**config.mk**
```make
export PLATFORM = sky130hd
export DESIGN_NAME = bms_register_read_transaction_unit
export DESIGN_NICKNAME = d
export VERILOG_FILES = /design/src/rtl/brt_pkg.sv /design/src/rtl/bms_register_read_transaction_unit.sv /design/src/rtl/brt_payload_ram.sv /design/src/rtl/brt_rx.sv /design/src/rtl/brt_emit.sv
export SDC_FILE = /design/constraint.sdc
export NUM_CORES = 1
export LEC_CHECK = 0
export ABC_AREA = 1
export ABC_CLOCK_PERIOD_IN_PS = 5200
export BUFFER_PORTS_ARGS = -buffer_cell sky130_fd_sc_hd__buf_4
export CORE_ASPECT_RATIO = 0.8
export CORE_MARGIN = 4
export CORE_UTILIZATION = 45
export CTS_CLUSTER_SIZE = 16
export DETAILED_ROUTE_END_ITERATION = 10
export SLEW_MARGIN = 30
export SYNTH_ARGS = -nofsm -noshare
export SYNTH_HDL_FRONTEND = slang
export SYNTH_SLANG_ARGS = --single-unit
```
**constraint.sdc**
```tcl
create_clock -name clock -period 5.2 [get_ports clock]
set_clock_uncertainty 0.1 [all_clocks]
set_input_delay 0.52 -clock clock [delete_from_list [all_inputs] [get_ports clock]]
set_output_delay 0.52 -clock clock [all_outputs]
set_load 0.03 [all_outputs]
```
**src/rtl/brt_pkg.sv**
```systemverilog
// Shared constants, types and helpers of the register read transaction unit.
package brt_pkg;

   localparam int PAYLOAD_MAX = 64;
   localparam int RX_BUFFER   = 160;
   localparam int PAYLOAD_AW  = $clog2(PAYLOAD_MAX);
   localparam int LEN_W       = $clog2(PAYLOAD_MAX + 1);

   localparam logic [7:0] MARK_START  = 8'hDD;
   localparam logic [7:0] MARK_REQ    = 8'hA5;
   localparam logic [7:0] MARK_END    = 8'h77;
   localparam logic [7:0] STATUS_OK   = 8'h00;
   localparam logic [7:0] HEADER_LEN  = 8'd4;
   localparam logic [7:0] FRAME_MIN   = 8'd7;

   localparam logic [2:0] REQ_LAST = 3'd6;

   localparam logic [1:0] FUNC_START = 2'd0;
   localparam logic [1:0] FUNC_BYTE  = 2'd1;
   localparam logic [1:0] FUNC_TICK  = 2'd2;

   localparam logic [1:0] KIND_TX      = 2'd0;
   localparam logic [1:0] KIND_PAYLOAD = 2'd1;
   localparam logic [1:0] KIND_VERDICT = 2'd2;

   localparam logic [2:0] CODE_OK        = 3'd0;
   localparam logic [2:0] CODE_TIMEOUT   = 3'd1;
   localparam logic [2:0] CODE_BAD_FRAME = 3'd2;
   localparam logic [2:0] CODE_WRONG_REG = 3'd3;
   localparam logic [2:0] CODE_BAD_LEN   = 3'd4;
   localparam logic [2:0] CODE_CHECKSUM  = 3'd5;
   localparam logic [2:0] CODE_DEVICE    = 3'd6;

   localparam logic [1:0] CSR_EXP_REG = 2'd0;
   localparam logic [1:0] CSR_LIMIT   = 2'd1;
   localparam logic [1:0] CSR_TIMEOUT = 2'd2;
   localparam logic [1:0] CSR_GAP     = 2'd3;

   typedef struct packed {
      logic             start;
      logic [7:0]       reg_num;
      logic             verdict;
      logic [2:0]       code;
      logic [7:0]       dstat;
      logic [LEN_W-1:0] len;
   } cmd_type;

   function automatic logic [7:0] req_byte(input logic [2:0] idx, input logic [7:0] reg_num);
      logic [15:0] chk;
      chk = 16'h0000 - {8'h00, reg_num};
      unique case (idx)
         3'd0:    req_byte = MARK_START;
         3'd1:    req_byte = MARK_REQ;
         3'd2:    req_byte = reg_num;
         3'd3:    req_byte = 8'h00;
         3'd4:    req_byte = chk[15:8];
         3'd5:    req_byte = chk[7:0];
         default: req_byte = MARK_END;
      endcase
   endfunction

endpackage

```
**src/rtl/bms_register_read_transaction_unit.sv**
```systemverilog
// Top level of the battery monitor register read transaction unit.
// Input channel req_*: tuser carries the function (start, received byte,
// millisecond tick), tdata the received byte. A start item emits seven
// request bytes and arms the receiver; bytes and ticks then build and time
// the response. When the response ends, one verdict item or the payload
// bytes follow on rsp_*, the final one marked by tlast.
// Configuration: csr_we writes register csr_index from csr_wdata at once.
// Flow: a byte or tick that causes no result leaves req_tready high. At a
// frame end the frame checks run on the registered frame state before the
// sequencer loads the first result. Request bytes and verdicts leave at one
// per cycle while the output register is free; each payload byte passes
// through the read and wait states of the registered payload memory read.
// While results are still being emitted req_tready stays low; the last
// result may wait in the output register while the next item is taken.
// A stalled receiver holds the output register and the sequencer.
// Reset disarms the receiver, clears the output and restores the register
// defaults; no memory clearing pass is needed.
module bms_register_read_transaction_unit (
   input  logic        clock,
   input  logic        reset,
   input  logic        req_tvalid,
   output logic        req_tready,
   input  logic [7:0]  req_tdata,   // rx_byte
   input  logic [1:0]  req_tuser,   // func
   output logic        rsp_tvalid,
   input  logic        rsp_tready,
   output logic [23:0] rsp_tdata,   // data, code, device_status
   output logic [1:0]  rsp_tuser,   // kind
   output logic        rsp_tlast,
   input  logic        csr_we,
   input  logic [1:0]  csr_index,
   input  logic [15:0] csr_wdata
);

   brt_pkg::cmd_type                cmd;
   logic                            accept;
   logic                            idle;
   logic                            ram_we;
   logic [brt_pkg::PAYLOAD_AW-1:0]  ram_waddr;
   logic [7:0]                      ram_wdata;
   logic                            ram_re;
   logic [brt_pkg::PAYLOAD_AW-1:0]  ram_raddr;
   logic [7:0]                      ram_rdata;

   assign req_tready = idle && !cmd.verdict;
   assign accept     = req_tvalid && req_tready;

   brt_rx u_rx (
      .clock     (clock),
      .reset     (reset),
      .csr_we    (csr_we),
      .csr_index (csr_index),
      .csr_wdata (csr_wdata),
      .accept    (accept),
      .func      (req_tuser),
      .rx_byte   (req_tdata),
      .ram_we    (ram_we),
      .ram_waddr (ram_waddr),
      .ram_wdata (ram_wdata),
      .cmd       (cmd)
   );

   brt_payload_ram u_ram (
      .clock   (clock),
      .wr_en   (ram_we),
      .wr_addr (ram_waddr),
      .wr_data (ram_wdata),
      .rd_en   (ram_re),
      .rd_addr (ram_raddr),
      .rd_data (ram_rdata)
   );

   brt_emit u_emit (
      .clock      (clock),
      .reset      (reset),
      .cmd        (cmd),
      .ram_re     (ram_re),
      .ram_raddr  (ram_raddr),
      .ram_rdata  (ram_rdata),
      .idle       (idle),
      .rsp_tvalid (rsp_tvalid),
      .rsp_tready (rsp_tready),
      .rsp_tdata  (rsp_tdata),
      .rsp_tuser  (rsp_tuser),
      .rsp_tlast  (rsp_tlast)
   );

endmodule

```
**src/rtl/brt_payload_ram.sv**
```systemverilog
// Payload byte store: one write port, one registered read port.
module brt_payload_ram (
   input  logic                            clock,
   input  logic                            wr_en,
   input  logic [brt_pkg::PAYLOAD_AW-1:0]  wr_addr,
   input  logic [7:0]                      wr_data,
   input  logic                            rd_en,
   input  logic [brt_pkg::PAYLOAD_AW-1:0]  rd_addr,
   output logic [7:0]                      rd_data
);

   logic [7:0] mem [brt_pkg::PAYLOAD_MAX];
   logic [7:0] rd_data_ff;

   always_ff @(posedge clock) begin
      if (wr_en) begin
         mem[wr_addr] <= wr_data;
      end
   end

   always_ff @(posedge clock) begin
      if (rd_en) begin
         rd_data_ff <= mem[rd_addr];
      end
   end

   assign rd_data = rd_data_ff;

endmodule

```
**src/rtl/brt_rx.sv**
```systemverilog
// Receiver: configuration registers, frame collection, timers and frame checks.
module brt_rx (
   input  logic                            clock,
   input  logic                            reset,
   input  logic                            csr_we,
   input  logic [1:0]                      csr_index,
   input  logic [15:0]                     csr_wdata,
   input  logic                            accept,
   input  logic [1:0]                      func,
   input  logic [7:0]                      rx_byte,
   output logic                            ram_we,
   output logic [brt_pkg::PAYLOAD_AW-1:0]  ram_waddr,
   output logic [7:0]                      ram_wdata,
   output brt_pkg::cmd_type                cmd
);

   logic [7:0]  exp_reg_ff;
   logic [6:0]  limit_ff;
   logic [15:0] timeout_ff;
   logic [7:0]  gap_ff;

   logic        armed_ff, armed_in;
   logic        fin_ff, fin_in;
   logic [7:0]  count_ff, count_in;
   logic [7:0]  first_ff, first_in;
   logic [7:0]  echo_ff, echo_in;
   logic [7:0]  status_ff, status_in;
   logic [7:0]  length_ff, length_in;
   logic [15:0] sum_ff, sum_in;
   logic [7:0]  tail0_ff, tail0_in;
   logic [7:0]  tail1_ff, tail1_in;
   logic [7:0]  tail2_ff, tail2_in;
   logic [15:0] elapsed_ff, elapsed_in;
   logic [7:0]  silence_ff, silence_in;

   logic [7:0]  count_nx;
   logic [7:0]  store_idx;
   logic [6:0]  lim;
   logic [8:0]  frame_len;
   logic [15:0] chk_res;

   assign count_nx  = count_ff + 8'd1;
   assign store_idx = count_ff - brt_pkg::HEADER_LEN;

   always_comb begin
      armed_in   = armed_ff;
      fin_in     = 1'b0;
      count_in   = count_ff;
      first_in   = first_ff;
      echo_in    = echo_ff;
      status_in  = status_ff;
      length_in  = length_ff;
      sum_in     = sum_ff;
      tail0_in   = tail0_ff;
      tail1_in   = tail1_ff;
      tail2_in   = tail2_ff;
      elapsed_in = elapsed_ff;
      silence_in = silence_ff;
      ram_we     = 1'b0;
      ram_waddr  = store_idx[brt_pkg::PAYLOAD_AW-1:0];
      ram_wdata  = rx_byte;
      if (accept) begin
         if (func == brt_pkg::FUNC_START) begin
            armed_in   = 1'b1;
            count_in   = 8'd0;
            first_in   = 8'd0;
            echo_in    = 8'd0;
            status_in  = 8'd0;
            length_in  = 8'd0;
            sum_in     = 16'd0;
            tail0_in   = 8'd0;
            tail1_in   = 8'd0;
            tail2_in   = 8'd0;
            elapsed_in = 16'd0;
            silence_in = 8'd0;
         end else if (armed_ff && func == brt_pkg::FUNC_BYTE) begin
            priority if (count_ff == 8'd0) begin
               first_in = rx_byte;
            end else if (count_ff == 8'd1) begin
               echo_in = rx_byte;
            end else if (count_ff == 8'd2) begin
               status_in = rx_byte;
            end else if (count_ff == 8'd3) begin
               length_in = rx_byte;
            end else begin
               ram_we = (store_idx < 8'(brt_pkg::PAYLOAD_MAX));
            end
            if (count_ff >= 8'd2) begin
               sum_in = sum_ff + {8'h00, rx_byte};
            end
            tail0_in   = tail1_ff;
            tail1_in   = tail2_ff;
            tail2_in   = rx_byte;
            count_in   = count_nx;
            silence_in = 8'd0;
            if ((count_nx >= 8'd2 && rx_byte == brt_pkg::MARK_END) ||
                count_nx >= 8'(brt_pkg::RX_BUFFER)) begin
               fin_in   = 1'b1;
               armed_in = 1'b0;
            end
         end else if (armed_ff && func == brt_pkg::FUNC_TICK) begin
            if (elapsed_ff != 16'hFFFF) begin
               elapsed_in = elapsed_ff + 16'd1;
            end
            if (silence_ff != 8'hFF) begin
               silence_in = silence_ff + 8'd1;
            end
            if (elapsed_in >= timeout_ff ||
                (count_ff != 8'd0 && silence_in > gap_ff)) begin
               fin_in   = 1'b1;
               armed_in = 1'b0;
            end
         end
      end
   end

   always_ff @(posedge clock) begin
      if (reset) begin
         exp_reg_ff <= 8'd3;
         limit_ff   <= 7'd64;
         timeout_ff <= 16'd500;
         gap_ff     <= 8'd40;
         armed_ff   <= 1'b0;
         fin_ff     <= 1'b0;
         count_ff   <= 8'd0;
         first_ff   <= 8'd0;
         echo_ff    <= 8'd0;
         status_ff  <= 8'd0;
         length_ff  <= 8'd0;
         sum_ff     <= 16'd0;
         tail0_ff   <= 8'd0;
         tail1_ff   <= 8'd0;
         tail2_ff   <= 8'd0;
         elapsed_ff <= 16'd0;
         silence_ff <= 8'd0;
      end else begin
         if (csr_we) begin
            unique case (csr_index)
               brt_pkg::CSR_EXP_REG: exp_reg_ff <= csr_wdata[7:0];
               brt_pkg::CSR_LIMIT:   limit_ff   <= csr_wdata[6:0];
               brt_pkg::CSR_TIMEOUT: timeout_ff <= csr_wdata;
               brt_pkg::CSR_GAP:     gap_ff     <= csr_wdata[7:0];
               default: ;
            endcase
         end
         armed_ff   <= armed_in;
         fin_ff     <= fin_in;
         count_ff   <= count_in;
         first_ff   <= first_in;
         echo_ff    <= echo_in;
         status_ff  <= status_in;
         length_ff  <= length_in;
         sum_ff     <= sum_in;
         tail0_ff   <= tail0_in;
         tail1_ff   <= tail1_in;
         tail2_ff   <= tail2_in;
         elapsed_ff <= elapsed_in;
         silence_ff <= silence_in;
      end
   end

   // check the collected frame in the cycle after it ends
   assign lim       = (limit_ff > 7'(brt_pkg::PAYLOAD_MAX)) ? 7'(brt_pkg::PAYLOAD_MAX)
                                                             : limit_ff;
   assign frame_len = {1'b0, brt_pkg::FRAME_MIN} + {1'b0, length_ff};
   assign chk_res   = sum_ff - {8'h00, tail0_ff} - {8'h00, tail1_ff} - {8'h00, tail2_ff}
                      + {tail0_ff, tail1_ff};

   always_comb begin
      cmd         = '0;
      cmd.start   = accept && func == brt_pkg::FUNC_START;
      cmd.reg_num = exp_reg_ff;
      cmd.verdict = fin_ff;
      cmd.len     = length_ff[brt_pkg::LEN_W-1:0];
      cmd.dstat   = status_ff;
      priority if (count_ff == 8'd0) begin
         cmd.code  = brt_pkg::CODE_TIMEOUT;
         cmd.dstat = 8'd0;
      end else if (count_ff < brt_pkg::FRAME_MIN || first_ff != brt_pkg::MARK_START ||
                   tail2_ff != brt_pkg::MARK_END) begin
         cmd.code  = brt_pkg::CODE_BAD_FRAME;
         cmd.dstat = 8'd0;
      end else if (echo_ff != exp_reg_ff) begin
         cmd.code = brt_pkg::CODE_WRONG_REG;
      end else if ({1'b0, count_ff} != frame_len || length_ff > {1'b0, lim}) begin
         cmd.code = brt_pkg::CODE_BAD_LEN;
      end else if (chk_res != 16'd0) begin
         cmd.code = brt_pkg::CODE_CHECKSUM;
      end else if (status_ff != brt_pkg::STATUS_OK) begin
         cmd.code = brt_pkg::CODE_DEVICE;
      end else begin
         cmd.code = brt_pkg::CODE_OK;
      end
   end

`ifndef SYNTH
   a_fin_pulse: assert property (@(posedge clock) disable iff (reset)
      fin_ff |=> !fin_ff) else $error("frame end held for two cycles");
   a_fin_disarms: assert property (@(posedge clock) disable iff (reset)
      fin_ff |-> !armed_ff) else $error("receiver still armed at frame end");
   a_count_bound: assert property (@(posedge clock) disable iff (reset)
      count_ff <= 8'(brt_pkg::RX_BUFFER)) else $error("byte count beyond buffer");
`endif

endmodule

```
**src/rtl/brt_emit.sv**
```systemverilog
// Result sequencer: request bytes, verdicts and payload drain into the output register.
module brt_emit (
   input  logic                            clock,
   input  logic                            reset,
   input  brt_pkg::cmd_type                cmd,
   output logic                            ram_re,
   output logic [brt_pkg::PAYLOAD_AW-1:0]  ram_raddr,
   input  logic [7:0]                      ram_rdata,
   output logic                            idle,
   output logic                            rsp_tvalid,
   input  logic                            rsp_tready,
   output logic [23:0]                     rsp_tdata,  // data, code, device_status
   output logic [1:0]                      rsp_tuser,  // kind
   output logic                            rsp_tlast
);

   typedef enum logic [2:0] {
      S_IDLE,
      S_REQ,
      S_VERD,
      S_RD,
      S_WAIT
   } state_type;

   state_type                       state_ff;
   logic [brt_pkg::PAYLOAD_AW-1:0]  idx_ff;
   logic [brt_pkg::LEN_W-1:0]       len_ff;
   logic [7:0]                      reg_ff;
   logic [2:0]                      code_ff;
   logic [7:0]                      dstat_ff;
   logic                            valid_ff;
   logic [7:0]                      data_ff;
   logic [2:0]                      ocode_ff;
   logic [7:0]                      ostat_ff;
   logic [1:0]                      kind_ff;
   logic                            last_ff;
   logic                            out_free;
   logic [brt_pkg::LEN_W-1:0]       idx_nx;

   assign out_free  = !valid_ff || rsp_tready;
   assign idx_nx    = {1'b0, idx_ff} + 1'b1;
   assign ram_re    = (state_ff == S_RD);
   assign ram_raddr = idx_ff;
   assign idle      = (state_ff == S_IDLE);

   always_ff @(posedge clock) begin
      if (reset) begin
         state_ff <= S_IDLE;
         valid_ff <= 1'b0;
         idx_ff   <= '0;
      end else begin
         if (valid_ff && rsp_tready) begin
            valid_ff <= 1'b0;
         end
         unique case (state_ff)
            S_IDLE: begin
               if (cmd.start) begin
                  reg_ff   <= cmd.reg_num;
                  idx_ff   <= '0;
                  state_ff <= S_REQ;
               end else if (cmd.verdict) begin
                  code_ff  <= cmd.code;
                  dstat_ff <= cmd.dstat;
                  len_ff   <= cmd.len;
                  idx_ff   <= '0;
                  if (cmd.code == brt_pkg::CODE_OK && cmd.len != '0) begin
                     state_ff <= S_RD;
                  end else begin
                     state_ff <= S_VERD;
                  end
               end
            end
            S_REQ: begin
               if (out_free) begin
                  valid_ff <= 1'b1;
                  kind_ff  <= brt_pkg::KIND_TX;
                  data_ff  <= brt_pkg::req_byte(idx_ff[2:0], reg_ff);
                  last_ff  <= 1'b0;
                  ocode_ff <= brt_pkg::CODE_OK;
                  ostat_ff <= 8'd0;
                  if (idx_ff[2:0] == brt_pkg::REQ_LAST) begin
                     state_ff <= S_IDLE;
                  end else begin
                     idx_ff <= idx_nx[brt_pkg::PAYLOAD_AW-1:0];
                  end
               end
            end
            S_VERD: begin
               if (out_free) begin
                  valid_ff <= 1'b1;
                  kind_ff  <= brt_pkg::KIND_VERDICT;
                  data_ff  <= 8'd0;
                  last_ff  <= 1'b1;
                  ocode_ff <= code_ff;
                  ostat_ff <= dstat_ff;
                  state_ff <= S_IDLE;
               end
            end
            S_RD: begin
               state_ff <= S_WAIT;
            end
            S_WAIT: begin
               if (out_free) begin
                  valid_ff <= 1'b1;
                  kind_ff  <= brt_pkg::KIND_PAYLOAD;
                  data_ff  <= ram_rdata;
                  last_ff  <= (idx_nx == len_ff);
                  ocode_ff <= brt_pkg::CODE_OK;
                  ostat_ff <= dstat_ff;
                  if (idx_nx == len_ff) begin
                     state_ff <= S_IDLE;
                  end else begin
                     idx_ff   <= idx_nx[brt_pkg::PAYLOAD_AW-1:0];
                     state_ff <= S_RD;
                  end
               end
            end
            default: state_ff <= S_IDLE;
         endcase
      end
   end

   assign rsp_tvalid = valid_ff;
   assign rsp_tdata  = {5'd0, ostat_ff, ocode_ff, data_ff};
   assign rsp_tuser  = kind_ff;
   assign rsp_tlast  = last_ff;

`ifndef SYNTH
   a_start_idle: assert property (@(posedge clock) disable iff (reset)
      cmd.start |-> state_ff == S_IDLE) else $error("start while sequencer busy");
   a_verdict_idle: assert property (@(posedge clock) disable iff (reset)
      cmd.verdict |-> state_ff == S_IDLE) else $error("frame end while sequencer busy");
   a_drain_bound: assert property (@(posedge clock) disable iff (reset)
      (state_ff == S_RD || state_ff == S_WAIT) |-> {1'b0, idx_ff} < len_ff)
      else $error("payload read past frame length");
`endif

endmodule

```
== Word-level counts from Yosys, hierarchy flattened ==
Memories as Yosys holds them, arrays and structs flattened. A register that Yosys moved wholly into a read port is not among the register bits.
Index checks and enable logic that the tools add are counted.

* Add/subtract/negate cells: 12
* Magnitude comparators: 9
* Equality and inequality tests: 40
* Muxes and demuxes: 107
* Bitwise logic cells: 3
* Reduce and logical (&&, ||, !) cells: 65

{| class="wikitable"
|+ Operators by type and width
! operator !! count
|-
| two-way mux 8 bit || 39
|-
| two-way mux 16 bit || 11
|-
| one-hot mux 8 bit (6 select lines) || 1
|-
| subtractor 16 x 8 -> 16 bit || 3
|-
| two-way mux 3 bit || 12
|-
| two-way mux 6 bit || 6
|-
| two-way mux 1 bit || 25
|-
| one-hot mux 8 bit (3 select lines) || 1
|-
| AND reduction 4 bit || 5
|-
| one-hot mux 6 bit (3 select lines) || 1
|-
| nonzero test 2 bit || 9
|-
| adder 16 x 1 -> 16 bit (second input constant) || 1
|-
| adder 16 bit || 1
|-
| adder 16 x 8 -> 16 bit || 1
|-
| adder 8 x 1 -> 8 bit (second input constant) || 2
|-
| equality test 8 x 2 -> 1 bit (second input constant) || 2
|-
| >= comparator 16 bit || 1
|-
| >= comparator 8 x 2 -> 1 bit (second input constant) || 2
|-
| inequality test 16 bit (second input constant) || 1
|-
| inequality test 8 bit (second input constant) || 2
|-
| one-hot mux 8 bit (2 select lines) || 1
|-
| nonzero test 16 bit || 1
|-
| nonzero test 8 bit || 2
|-
| one-hot mux 3 bit (5 select lines) || 1
|-
| other kinds (46) || 105
|}

* Bits in registers: 203
* Memory bits (writable): 512
* Input bits: 33
* Output and inout port bits: 29
* Logic and storage cells: 266
* Memories: 1

{| class="wikitable"
|+ Memories
! name !! depth !! width !! rd ports !! clocked after Yosys merged registers in !! wr ports !! line !! RTL
|-
| u_ram.mem || 64 || 8 || 1 || 1 || 1 || brt_payload_ram.sv:12 || <nowiki>logic [7:0] mem [brt_pkg::PAYLOAD_MAX];</nowiki>
|}

== Longest topological paths before layout ==
Gate-level depths: netlist of the first run.

* Depth in word-level cells: 16
* Depth in mapped cells: 27
* Depth with buffers taken out: 27

== By module ==
A second synthesis of the first run with hierarchy kept.

* Cells, all modules: 3,564
* Area total of the unflattened synthesis: 34,026.4 um^2

{| class="wikitable"
|+ By module, submodules not included
! module !! times used !! cells an instance !! area each (um^2) !! seq. area each (um^2)
|-
| brt_payload_ram || 1 || 1,822 || 21,371.7 || 15,615.0
|-
| brt_rx || 1 || 1,391 || 9,639.2 || 2,902.8
|-
| brt_emit || 1 || 346 || 2,991.6 || 1,641.6
|-
| bms_register_read_transaction_unit || 1 || 5 || 23.8 || 0.0
|}

== Worst setup path after synthesis of the first run ==
No wires, ideal clock.

* Path type: register -> register
* Start: register u_rx.tail1_ff[0]
* End: register u_emit.state_ff[0]
* Library setup time: 0.132 ns
* Data arrival time: 3.409 ns
* Data required time: 4.968 ns
* Slack: 1.558 ns
* Cell stages (with the launch flop): 28
* Path buffers: 0
* Period minus slack after synthesis: 3.642 ns
* Cell sequence: dfxtp_1 -> ha_1 -> inv_1 -> fa_1 -> inv_1 -> fa_1 -> inv_1 -> ha_1 -> inv_1 -> fa_1 -> inv_1 -> nand3_1 -> nand2_1 -> nand2_1 -> nand2_1 -> nand3_1 -> nor2_1 -> nand2_1 -> nor2_1 -> nand3_1 -> nor2_1 -> nand2_1 -> nand3_1 -> nor2_1 -> nand2_1 -> nand2_1 -> nand2_1 -> a21oi_1

* Cells in the longest elaborated chain, start to end: 15

{| class="wikitable"
|+ Ends and longest elaborated chain
! what !! line !! RTL
|-
| start: declaration || brt_rx.sv:31 || <nowiki>logic [7:0] tail1_ff, tail1_in;</nowiki>
|-
| start signal: assignment || brt_rx.sv:155 || <nowiki>tail1_ff <= tail1_in;</nowiki>
|-
| subtractor 16 x 8 -> 16 bit (2 in series) || brt_rx.sv:166 || <nowiki>assign chk_res = sum_ff - {8'h00, tail0_ff} - {8'h00, tail1_ff} - {8'h00, tail2_ff}</nowiki>
|-
| adder 16 bit * || brt_rx.sv:167 || <nowiki>+ {tail0_ff, tail1_ff};</nowiki>
|-
| nonzero test 16 bit * || brt_rx.sv:187 || <nowiki>end else if (chk_res != 16'd0) begin</nowiki>
|-
| two-way mux 3 bit * || brt_rx.sv:187 ||
|-
| two-way mux 3 bit * || brt_rx.sv:185 || <nowiki>end else if ({1'b0, count_ff} != frame_len || length_ff > {1'b0, lim}) begin</nowiki>
|-
| two-way mux 3 bit * || brt_rx.sv:183 || <nowiki>end else if (echo_ff != exp_reg_ff) begin</nowiki>
|-
| two-way mux 3 bit * || brt_rx.sv:179 || <nowiki>end else if (count_ff < brt_pkg::FRAME_MIN || first_ff != brt_pkg::MARK_START ||</nowiki>
|-
| two-way mux 11 bit * || brt_rx.sv:176 || <nowiki>priority if (count_ff == 8'd0) begin</nowiki>
|-
| logical NOT 3 bit * || brt_emit.sv:66 || <nowiki>if (cmd.code == brt_pkg::CODE_OK && cmd.len != '0) begin</nowiki>
|-
| logical AND 1 bit * || brt_emit.sv:66 ||
|-
| two-way mux 1 bit * || brt_emit.sv:66 ||
|-
| two-way mux 3 bit * || brt_emit.sv:61 || <nowiki>end else if (cmd.verdict) begin</nowiki>
|-
| two-way mux 3 bit * || brt_emit.sv:57 || <nowiki>if (cmd.start) begin</nowiki>
|-
| one-hot mux 3 bit (5 select lines) * || brt_emit.sv:55 || <nowiki>unique case (state_ff)</nowiki>
|-
| end signal: assignment || brt_emit.sv:60 || <nowiki>state_ff <= S_REQ;</nowiki>
|-
| end signal: assignment || brt_emit.sv:67 || <nowiki>state_ff <= S_RD;</nowiki>
|-
| end signal: assignment || brt_emit.sv:69 || <nowiki>state_ff <= S_VERD;</nowiki>
|-
| end: declaration || brt_emit.sv:25 || <nowiki>state_type state_ff;</nowiki>
|}

Every way passes the cells marked *; elsewhere a longest branch is shown, timed or not. The select of a mux whose other input is x is not followed.
A chain may end at the register's enable or synchronous reset.

== Final worst setup path of the first run ==
* Start: register u_rx.tail2_ff[7]
* End: register u_emit.state_ff[0]

* Cells in the longest elaborated chain, start to end: 14
* Elaborated cells on any way between the ends: 16
* Those cells by class: add/sub: 2; eq/ne: 1; mux: 9; reduce/logical: 4

{| class="wikitable"
|+ Ends and longest elaborated chain
! what !! line !! RTL
|-
| start: declaration || brt_rx.sv:32 || <nowiki>logic [7:0] tail2_ff, tail2_in;</nowiki>
|-
| start signal: assignment || brt_rx.sv:156 || <nowiki>tail2_ff <= tail2_in;</nowiki>
|-
| subtractor 16 x 8 -> 16 bit || brt_rx.sv:166 ||
|-
| adder 16 bit || brt_rx.sv:167 ||
|-
| nonzero test 16 bit || brt_rx.sv:187 ||
|-
| two-way mux 3 bit || brt_rx.sv:187 ||
|-
| two-way mux 3 bit || brt_rx.sv:185 ||
|-
| two-way mux 3 bit || brt_rx.sv:183 ||
|-
| two-way mux 3 bit * || brt_rx.sv:179 ||
|-
| two-way mux 11 bit * || brt_rx.sv:176 ||
|-
| logical NOT 3 bit * || brt_emit.sv:66 ||
|-
| logical AND 1 bit * || brt_emit.sv:66 ||
|-
| two-way mux 1 bit * || brt_emit.sv:66 ||
|-
| two-way mux 3 bit * || brt_emit.sv:61 ||
|-
| two-way mux 3 bit * || brt_emit.sv:57 ||
|-
| one-hot mux 3 bit (5 select lines) * || brt_emit.sv:55 ||
|}

Marked as above.

==> results of run 1 <==
-- flip-flops by register name (all words and copies together), names as in the netlist, 16 cells and up --
name             cells
u_ram.mem          512
u_rx.elapsed_ff     16
u_rx.sum_ff         16
u_rx.timeout_ff     16
-- path summary, 6_finish.rpt --
check	start	endpoint	slack, ns
hold reg to reg	u_rx.first_ff[5]	u_rx.first_ff[5]	0.36
hold / removal	csr_wdata[8]	u_rx.timeout_ff[8]	0.03
setup / recovery	u_rx.tail2_ff[7]	u_emit.state_ff[0]	0.96
setup reg to reg	u_rx.tail2_ff[7]	u_emit.state_ff[0]	0.96
-- synth_stat cells, types with 8 or more instances --
master,n
a211oi_1,14
o21ai_1,10
nor3_1,37
ha_1,79
nand3_1,91
clkbuf_1,124
buf_4,8
o21ai_0,325
nand2_1,448
buf_2,16
o211ai_1,21
o221ai_1,53
nor4_1,11
a21oi_1,159
dfxtp_1,155
nand4_1,47
inv_1,261
o22ai_1,76
fa_1,26
a31oi_1,9
edfxtp_1,568
xnor2_1,17
nor2_1,503
xor2_1,27
inv_2,28
a32o_1,8
-- where the power goes --
part	internal (mW)	switching, mW	leakage [nW]	total, mW
clock network	3.06	2.22	1.16	5.28
logic	0.472	1.19	5.56	1.67
registers	6.29	0.0775	6.37	6.37
-- metal layers --
metal / vias to the layer above / wire [um]
met5: - / 0
met4: 0 / 1788
met3: 135 / 7308
met2: 917 / 37960
met1: 11520 / 40880
li1: 11190 / -
-- logic make-up after synthesis --
family | Yosys count | synth area share, %
adder cells (fa/ha/maj) | 105 | 4.610
flip-flops | 723 | 61.59
AO/OA/AOI/OAI | 698 | 12.32
AND/OR/NAND/NOR | 1177 | 15.09
other | 1 | 0.01146
XOR/XNOR | 44 | 1.177
buffers and inverters | 441 | 5.210
-- final cells by class --
cell class	count	share of cell area, %
clock buffers	88	5.184
flip-flops and latches	723	55.23
well taps	945	3.238
diodes	1	0.006853
multi-input cells	2029	29.88
inverters	292	3.015
clock inverters	44	1.371
repair buffers	95	2.076
-- stage by stage --
step	total power [mW]	hold slack [ns]	instances	util, %
finish	13.32	0.03367	4217	50.64
global route	13.81	0.01799	4216	50.63
CTS	13.39	0.002503	4216	50.61
detailed placement	8.136	0.3530	4084	47.29
global placement	8.096	0.3458	4083	47.25
floorplan	7.481	0.3291	3193	-
-- critical path, cell delays in order (launching register included) --
cell and delay (ns):
dfxtp_1 0.39, fa_1 0.57, inv_1 0.06, fa_1 0.52, fa_1 0.49, ha_1 0.38
nand2_1 0.10, nand2_1 0.06, nand2_1 0.06, nand2_1 0.06, a21oi_1 0.18, nand2_1 0.07
nand2_1 0.06, nand2_1 0.07, nor2_1 0.10, nand3_1 0.08, nor2_1 0.27, nand2_1 0.13
nand3_1 0.09, nor2_1 0.04, nand2_1 0.08, nand2_1 0.05, nand2_1 0.06, a21oi_1 0.05
-- cell usage in the layout (no fill, tap or decap), drive strengths merged, types with 7 or more instances in the layout --
| cell type | synthesis | final |
|---|---|---|
| clkinv | 3 | 32 |
| a21oi | 159 | 159 |
| nand3 | 98 | 98 |
| a32o | 8 | 8 |
| nor3 | 39 | 39 |
| nand2 | 450 | 450 |
| inv | 289 | 292 |
| or2 | 7 | 7 |
| nor4 | 14 | 14 |
| bufinv | 0 | 9 |
| nand4 | 47 | 47 |
| clkbuf | 124 | 88 |
| buf | 25 | 95 |
| a31oi | 9 | 9 |
| ha | 79 | 79 |
| o21ai | 335 | 335 |
| dfxtp | 155 | 155 |
| xnor2 | 17 | 17 |
| o22ai | 76 | 76 |
| a211oi | 16 | 16 |
| o221ai | 53 | 53 |
| edfxtp | 568 | 568 |
| xor2 | 27 | 27 |
| nor2 | 513 | 513 |
| fa | 26 | 26 |
| o211ai | 21 | 21 |
==> run summary, run 1 <==
Largest cells by area after synthesis -> edfxtp_1 (52%), dfxtp_1 (9.5%), nor2_1 (5.8%)
Vias per cell -> 5.635
Crit path kind -> reg -> reg
Post-synthesis register bit count -> 723
Endpoint class of the critical path -> flip-flop
Area of the mapped netlist -> 32,730 um^2
RSZ-0062 raised after global routing -> false
Routed length per instance -> 20.85 um
Die H -> 249.2 um
Final-report setup violation count -> 0
Worst path required time -> 5.58 ns
Horizontal die dimension -> 309.5 um
Layout-stage area growth over the synthesis result -> 11.56%
Tightest Pin Transition -> 1.105 ns
P_leak -> 13.09 nW
Reg2Reg Depth -> 23
Ys flop type -> edfxtp_1
Number of antenna violations at the first check in global routing -> 0
Clk pin slew, worst setup/hold paths -> 0.06 ns
Count of input and output buffers -> 56
Hold depth -> 3
Total track usage -> 22.52%
Bufs on Longest Clock Path -> 3
Setup TNS -> 0 ns
Resized Gates After CTS -> 0
Power density over the cells -> 364.7 nW/um^2
Ports -> 62
Class of the worst hold path -> in -> reg
Final period util -> 81.62%
VDD IR max -> 256.1 uV
Starting utilization of the core area -> 45.39%
First-pass GRT wire length -> 134,200 um
Maximum fanout count along the critical path -> 5
Number of buffers added by the clock tree synthesis step -> 72
Grt met2 use -> 33.36%
Cell type with the largest total area after synthesis -> edfxtp_1
Warnings, synthesis -> 0
Vias in the first global route -> 22,500
Iteration-0 DRC Markers -> 2,514
Post-synth top area share -> 52.11%
Overflow left after global routing -> 0
Max-cap violation count -> 0
Flip-flop and latch area -> 20,170 um^2
CP startpoint kind -> flip-flop
Instance area at placement -> 34,110 um^2
DRT antenna net count -> 0
H-Tree Level Count -> 3
Core ar. -> 72,120 um^2
Largest net degree at the start of global routing -> 117
Die footprint -> 77,150 um^2
Gr busiest metal -> met1
Final number of hold-violating endpoints -> 0
Nets -> 3,351
Run status -> finished, final reports clean
TritonCTS Sinks -> 723
Fmax -> 0.2356 GHz
Share of cells above drive strength 1 -> 8.315%
CTS Root Cell -> clkbuf_16
Final Wtd Congestion -> 0.8343
Asr flop ratio synth -> 0%
Number of distinct library cells after synthesis -> 54
TritonRoute pass-1 iters -> 6
TritonCTS clock tree -> yes
Count of standard-cell rows -> 88
GR met3 Demand/Resource -> 4.837%
Worst setup timing slack at the placement stage -> 0.9577 ns
Worst setup margin -> 0.9559 ns
# Post-CTS Setup Buffers -> 0
Final count of pins violating max slew -> 0
Cts hold-fix bufs -> 0
Met1 Use GR -> 33.94%
Total DRC errors in the routed layout -> 0
Number of enable-type register cells in the synthesized netlist -> 568
Clock network latency to the later pin of the worst-skew pair -> 0.64 ns
Detailed-route wire length -> 87,940 um
Worst slew margin relative to its limit -> 26.09%
WP data arrival -> 4.62 ns
Proportion of synthesized chip area in sequential cells -> 61.59%
Avg Inst Size Synth -> 10.26 um^2
Cell count after synthesis -> 3,189
Estimated wirelength of the detail-placed design -> 57,160 um
Total via count after detailed routing -> 23,760
Min Clock Period, post-route -> 4.244 ns
Fill cell instance count of the final layout -> 6,303
Summed area of non-filler cells in the final layout -> 36,520 um^2
Multi-input gate area in the final layout -> 10,910 um^2
Note: power is estimated with default switching activity, not from simulation.
==> run 2: changes to the inputs <==
--- a/config.mk
+++ b/config.mk
@@ -6,7 +6,7 @@
 export NUM_CORES = 1
 export LEC_CHECK = 0
 export ABC_AREA = 1
-export ABC_CLOCK_PERIOD_IN_PS = 5200
+export ABC_CLOCK_PERIOD_IN_PS = 4000
 export BUFFER_PORTS_ARGS = -buffer_cell sky130_fd_sc_hd__buf_4
 export CORE_ASPECT_RATIO = 0.8
 export CORE_MARGIN = 4
==> constraint.sdc (replaced) <==
create_clock -name clock -period 4 [get_ports clock]
set_clock_uncertainty 0.1 [all_clocks]
set_input_delay 0.4 -clock clock [delete_from_list [all_inputs] [get_ports clock]]
set_output_delay 0.4 -clock clock [all_outputs]
set_load 0.03 [all_outputs]
==> run 2 against run 1 <==
Power rose by 30%. Register-to-register slack worse by 0.93 ns. Clock-buffer cell count increased by 1. Final cell count rose by 3.2%. First-iteration DRC count is 2.9% lower. Core utilization up 1.7 points. Maximum frequency increased by 6.8%. Critical path depth is 4 higher. Worst setup slack got worse by 0.93 ns. Non-clock buffer count grew 132. Global-route usage rose by 0.60 points. Combinational power increased by 37%.
==> run summary, run 2 (synthesized netlist as in run 1, its figures left out) <==
Total track usage -> 23.13% (was 22.52%)
Maximum fanout count along the critical path -> 3 (was 5)
Tightest Pin Transition -> 0.9310 ns (was 1.105 ns)
Max reg flops -> 512 (unchanged)
VDD IR max -> 310.8 uV (was 256.1 uV)
Die H -> 249.2 um (unchanged)
Routed length per instance -> 20.79 um (was 20.85 um)
First-pass GRT wire length -> 137,600 um (was 134,200 um)
Most common cell after layout, fill and taps aside -> edfxtp_1 (unchanged)
WP data arrival -> 4.35 ns (was 4.62 ns)
Layout-stage area growth over the synthesis result -> 15.37% (was 11.56%)
TritonCTS Sinks -> 723 (unchanged)
Instance area at placement -> 34,970 um^2 (was 34,110 um^2)
Summed area of non-filler cells in the final layout -> 37,770 um^2 (was 36,520 um^2)
Power density over the cells -> 459.9 nW/um^2 (was 364.7 nW/um^2)
Count of input and output buffers -> 56 (unchanged)
Fmax -> 0.2515 GHz (was 0.2356 GHz)
Number of buffers added by the clock tree synthesis step -> 74 (was 72)
Total DRC errors in the routed layout -> 0 (unchanged)
Estimated wirelength of the detail-placed design -> 58,680 um (was 57,160 um)
Horizontal die dimension -> 309.5 um (unchanged)
Core occupancy in the finished layout -> 52.36% (was 50.64%)
Register containing the most flip-flops in the final layout -> u_ram.mem (unchanged)
TritonCTS clock tree -> yes (unchanged)
Clock network latency to the later pin of the worst-skew pair -> 0.64 ns (about the same)
Final count of pins violating max slew -> 0 (unchanged)
P_leak -> 13.79 nW (was 13.09 nW)
Min Clock Period, post-route -> 3.976 ns (was 4.244 ns)
Detailed-route wire length -> 90,430 um (was 87,940 um)
Core ar. -> 72,120 um^2 (unchanged)
Fill cell instance count of the final layout -> 6,301 (was 6,303)
CTS Root Cell -> clkbuf_16 (unchanged)
Overflow left after global routing -> 0 (unchanged)
Total via count after detailed routing -> 24,190 (was 23,760)
Count of standard-cell rows -> 88 (unchanged)
Clk pin slew, worst setup/hold paths -> 0.06 ns (about the same)
Bufs on Longest Clock Path -> 3 (unchanged)
Vias in the first global route -> 23,080 (was 22,500)
Die footprint -> 77,150 um^2 (unchanged)
RSZ-0062 raised after global routing -> true (was false)
Class of the worst hold path -> in -> reg (unchanged)
Worst slew margin relative to its limit -> 37.87% (was 26.09%)
Final number of hold-violating endpoints -> 0 (unchanged)
DRT antenna net count -> 0 (unchanged)
Final Wtd Congestion -> 0.8836 (was 0.8343)
Number of standard cells in the final layout excluding fillers -> 4,350 (was 4,217)
Number of antenna violations at the first check in global routing -> 0 (unchanged)
Nets -> 3,485 (was 3,351)
TritonRoute pass-1 iters -> 6 (unchanged)
Setup TNS -> 0 ns (unchanged)
Worst path required time -> 4.38 ns (was 5.58 ns)
Iteration-0 DRC Markers -> 2,440 (was 2,514)
Final period util -> 99.39% (was 81.62%)
Max-cap violation count -> 0 (unchanged)
Final-report setup violation count -> 0 (unchanged)
Starting utilization of the core area -> 45.39% (unchanged)
H-Tree Level Count -> 3 (unchanged)
Most frequent cells in the layout -> edfxtp_1 (568), nor2_1 (498), nand2_1 (439) (was edfxtp_1 (568), nor2_1 (498), nand2_1 (448))
Vias per cell -> 5.561 (was 5.635)
Endpoint class of the critical path -> flip-flop (unchanged)
Hold Worst Slack -> 0.04009 ns (was 0.03367 ns)
Run status -> finished, final reports clean (unchanged)
Share of cells above drive strength 1 -> 12.49% (was 8.315%)
Crit path kind -> reg -> reg (unchanged)
Largest net degree at the start of global routing -> 138 (was 117)
Number of cells after detailed placement -> 4,196 (was 4,084)
CP startpoint kind -> flip-flop (unchanged)
Ports -> 62 (unchanged)
==> run 2: changes by cell type in the layout (fill, tap and decap cells not counted), moves of 8 or more <==
cell	delta
nand2_1	-9
dlygate4sd3_1	+17
ha_4	+8
nand2_2	+8
buf_4	+112
ha_1	-10
==> run 2: repair_timing <==
action,4_1_cts,5_1_grt
pin swaps,10,21
endpoints found under the setup margin,2,4
hold buffers,17,0
buffers inserted,1,2
endpoints found under the hold margin,52,0
resized for setup,15,28
==> run 2: critical path, stage by stage, from the launching register on <==
cell	delay, ns
dfxtp_2	0.34
ha_4	0.25
inv_1	0.04
fa_1	0.47
inv_1	0.05
fa_1	0.44
inv_1	0.08
ha_2	0.18
inv_2	0.04
fa_2	0.40
inv_2	0.08
nand3_2	0.08
nand2_2	0.10
nand3_1	0.11
nand3_2	0.10
buf_4	0.10
nand2_1	0.04
nor2_1	0.10
nand3_1	0.08
nor2_1	0.11
buf_4	0.15
nand2_4	0.05
nand3_2	0.06
nor2_1	0.05
nand2_1	0.07
nand2_1	0.05
nand2_1	0.06
a21oi_1	0.05
==> run 2: final timing paths <==
path | slack (ns) | cells past startpoint | end | start
min reg2reg | 0.36 | 2 | u_rx.first_ff[1] | u_rx.first_ff[1]
min | 0.04 | 4 | u_emit.state_ff[1] | rsp_tready
max | 0.02 | 27 | u_emit.state_ff[0] | u_rx.tail1_ff[0]
max reg2reg | 0.02 | 27 | u_emit.state_ff[0] | u_rx.tail1_ff[0]
==> run 2: stage by stage <==
stage / power (mW) / setup WS (ns)
CTS: 17.44 / 0.0009259
finish: 17.37 / 0.02446
global placement: 10.59 / -0.04422
floorplan: 9.726 / 0.3584
detailed placement: 10.62 / -0.07772
global route: 18.02 / -0.2565
==> run 2: layout make-up <==
class                   count  area, um^2  share of cell area, %
repair buffers            227        1822                  4.824
inverters                 292        1101                  2.916
diodes                      1       2.502               0.006626
clock buffers              89        1949                  5.162
multi-input cells        2029       11090                  29.37
flip-flops and latches    723       20170                  53.42
clock inverters            44       442.9                  1.173
well taps                 945        1182                  3.131
==> run 2: where the power goes <==
group	internal, mW	switching, mW
registers	8.18	0.0746
logic	0.664	1.61
clock network	3.89	2.94
==> run 2: metal layers <==
metal / track usage [%] / vias to the layer above / share of wire [%] / wire [um]
li1: - / 11460 / - / -
met1: 35.06 / 11750 / 47 / 42430
met2: 34.47 / 874 / 43 / 39260
met3: 4.582 / 111 / 8.0 / 7229
met4: 4.969 / 0 / 1.7 / 1523
met5: 0 / - / 0 / 0
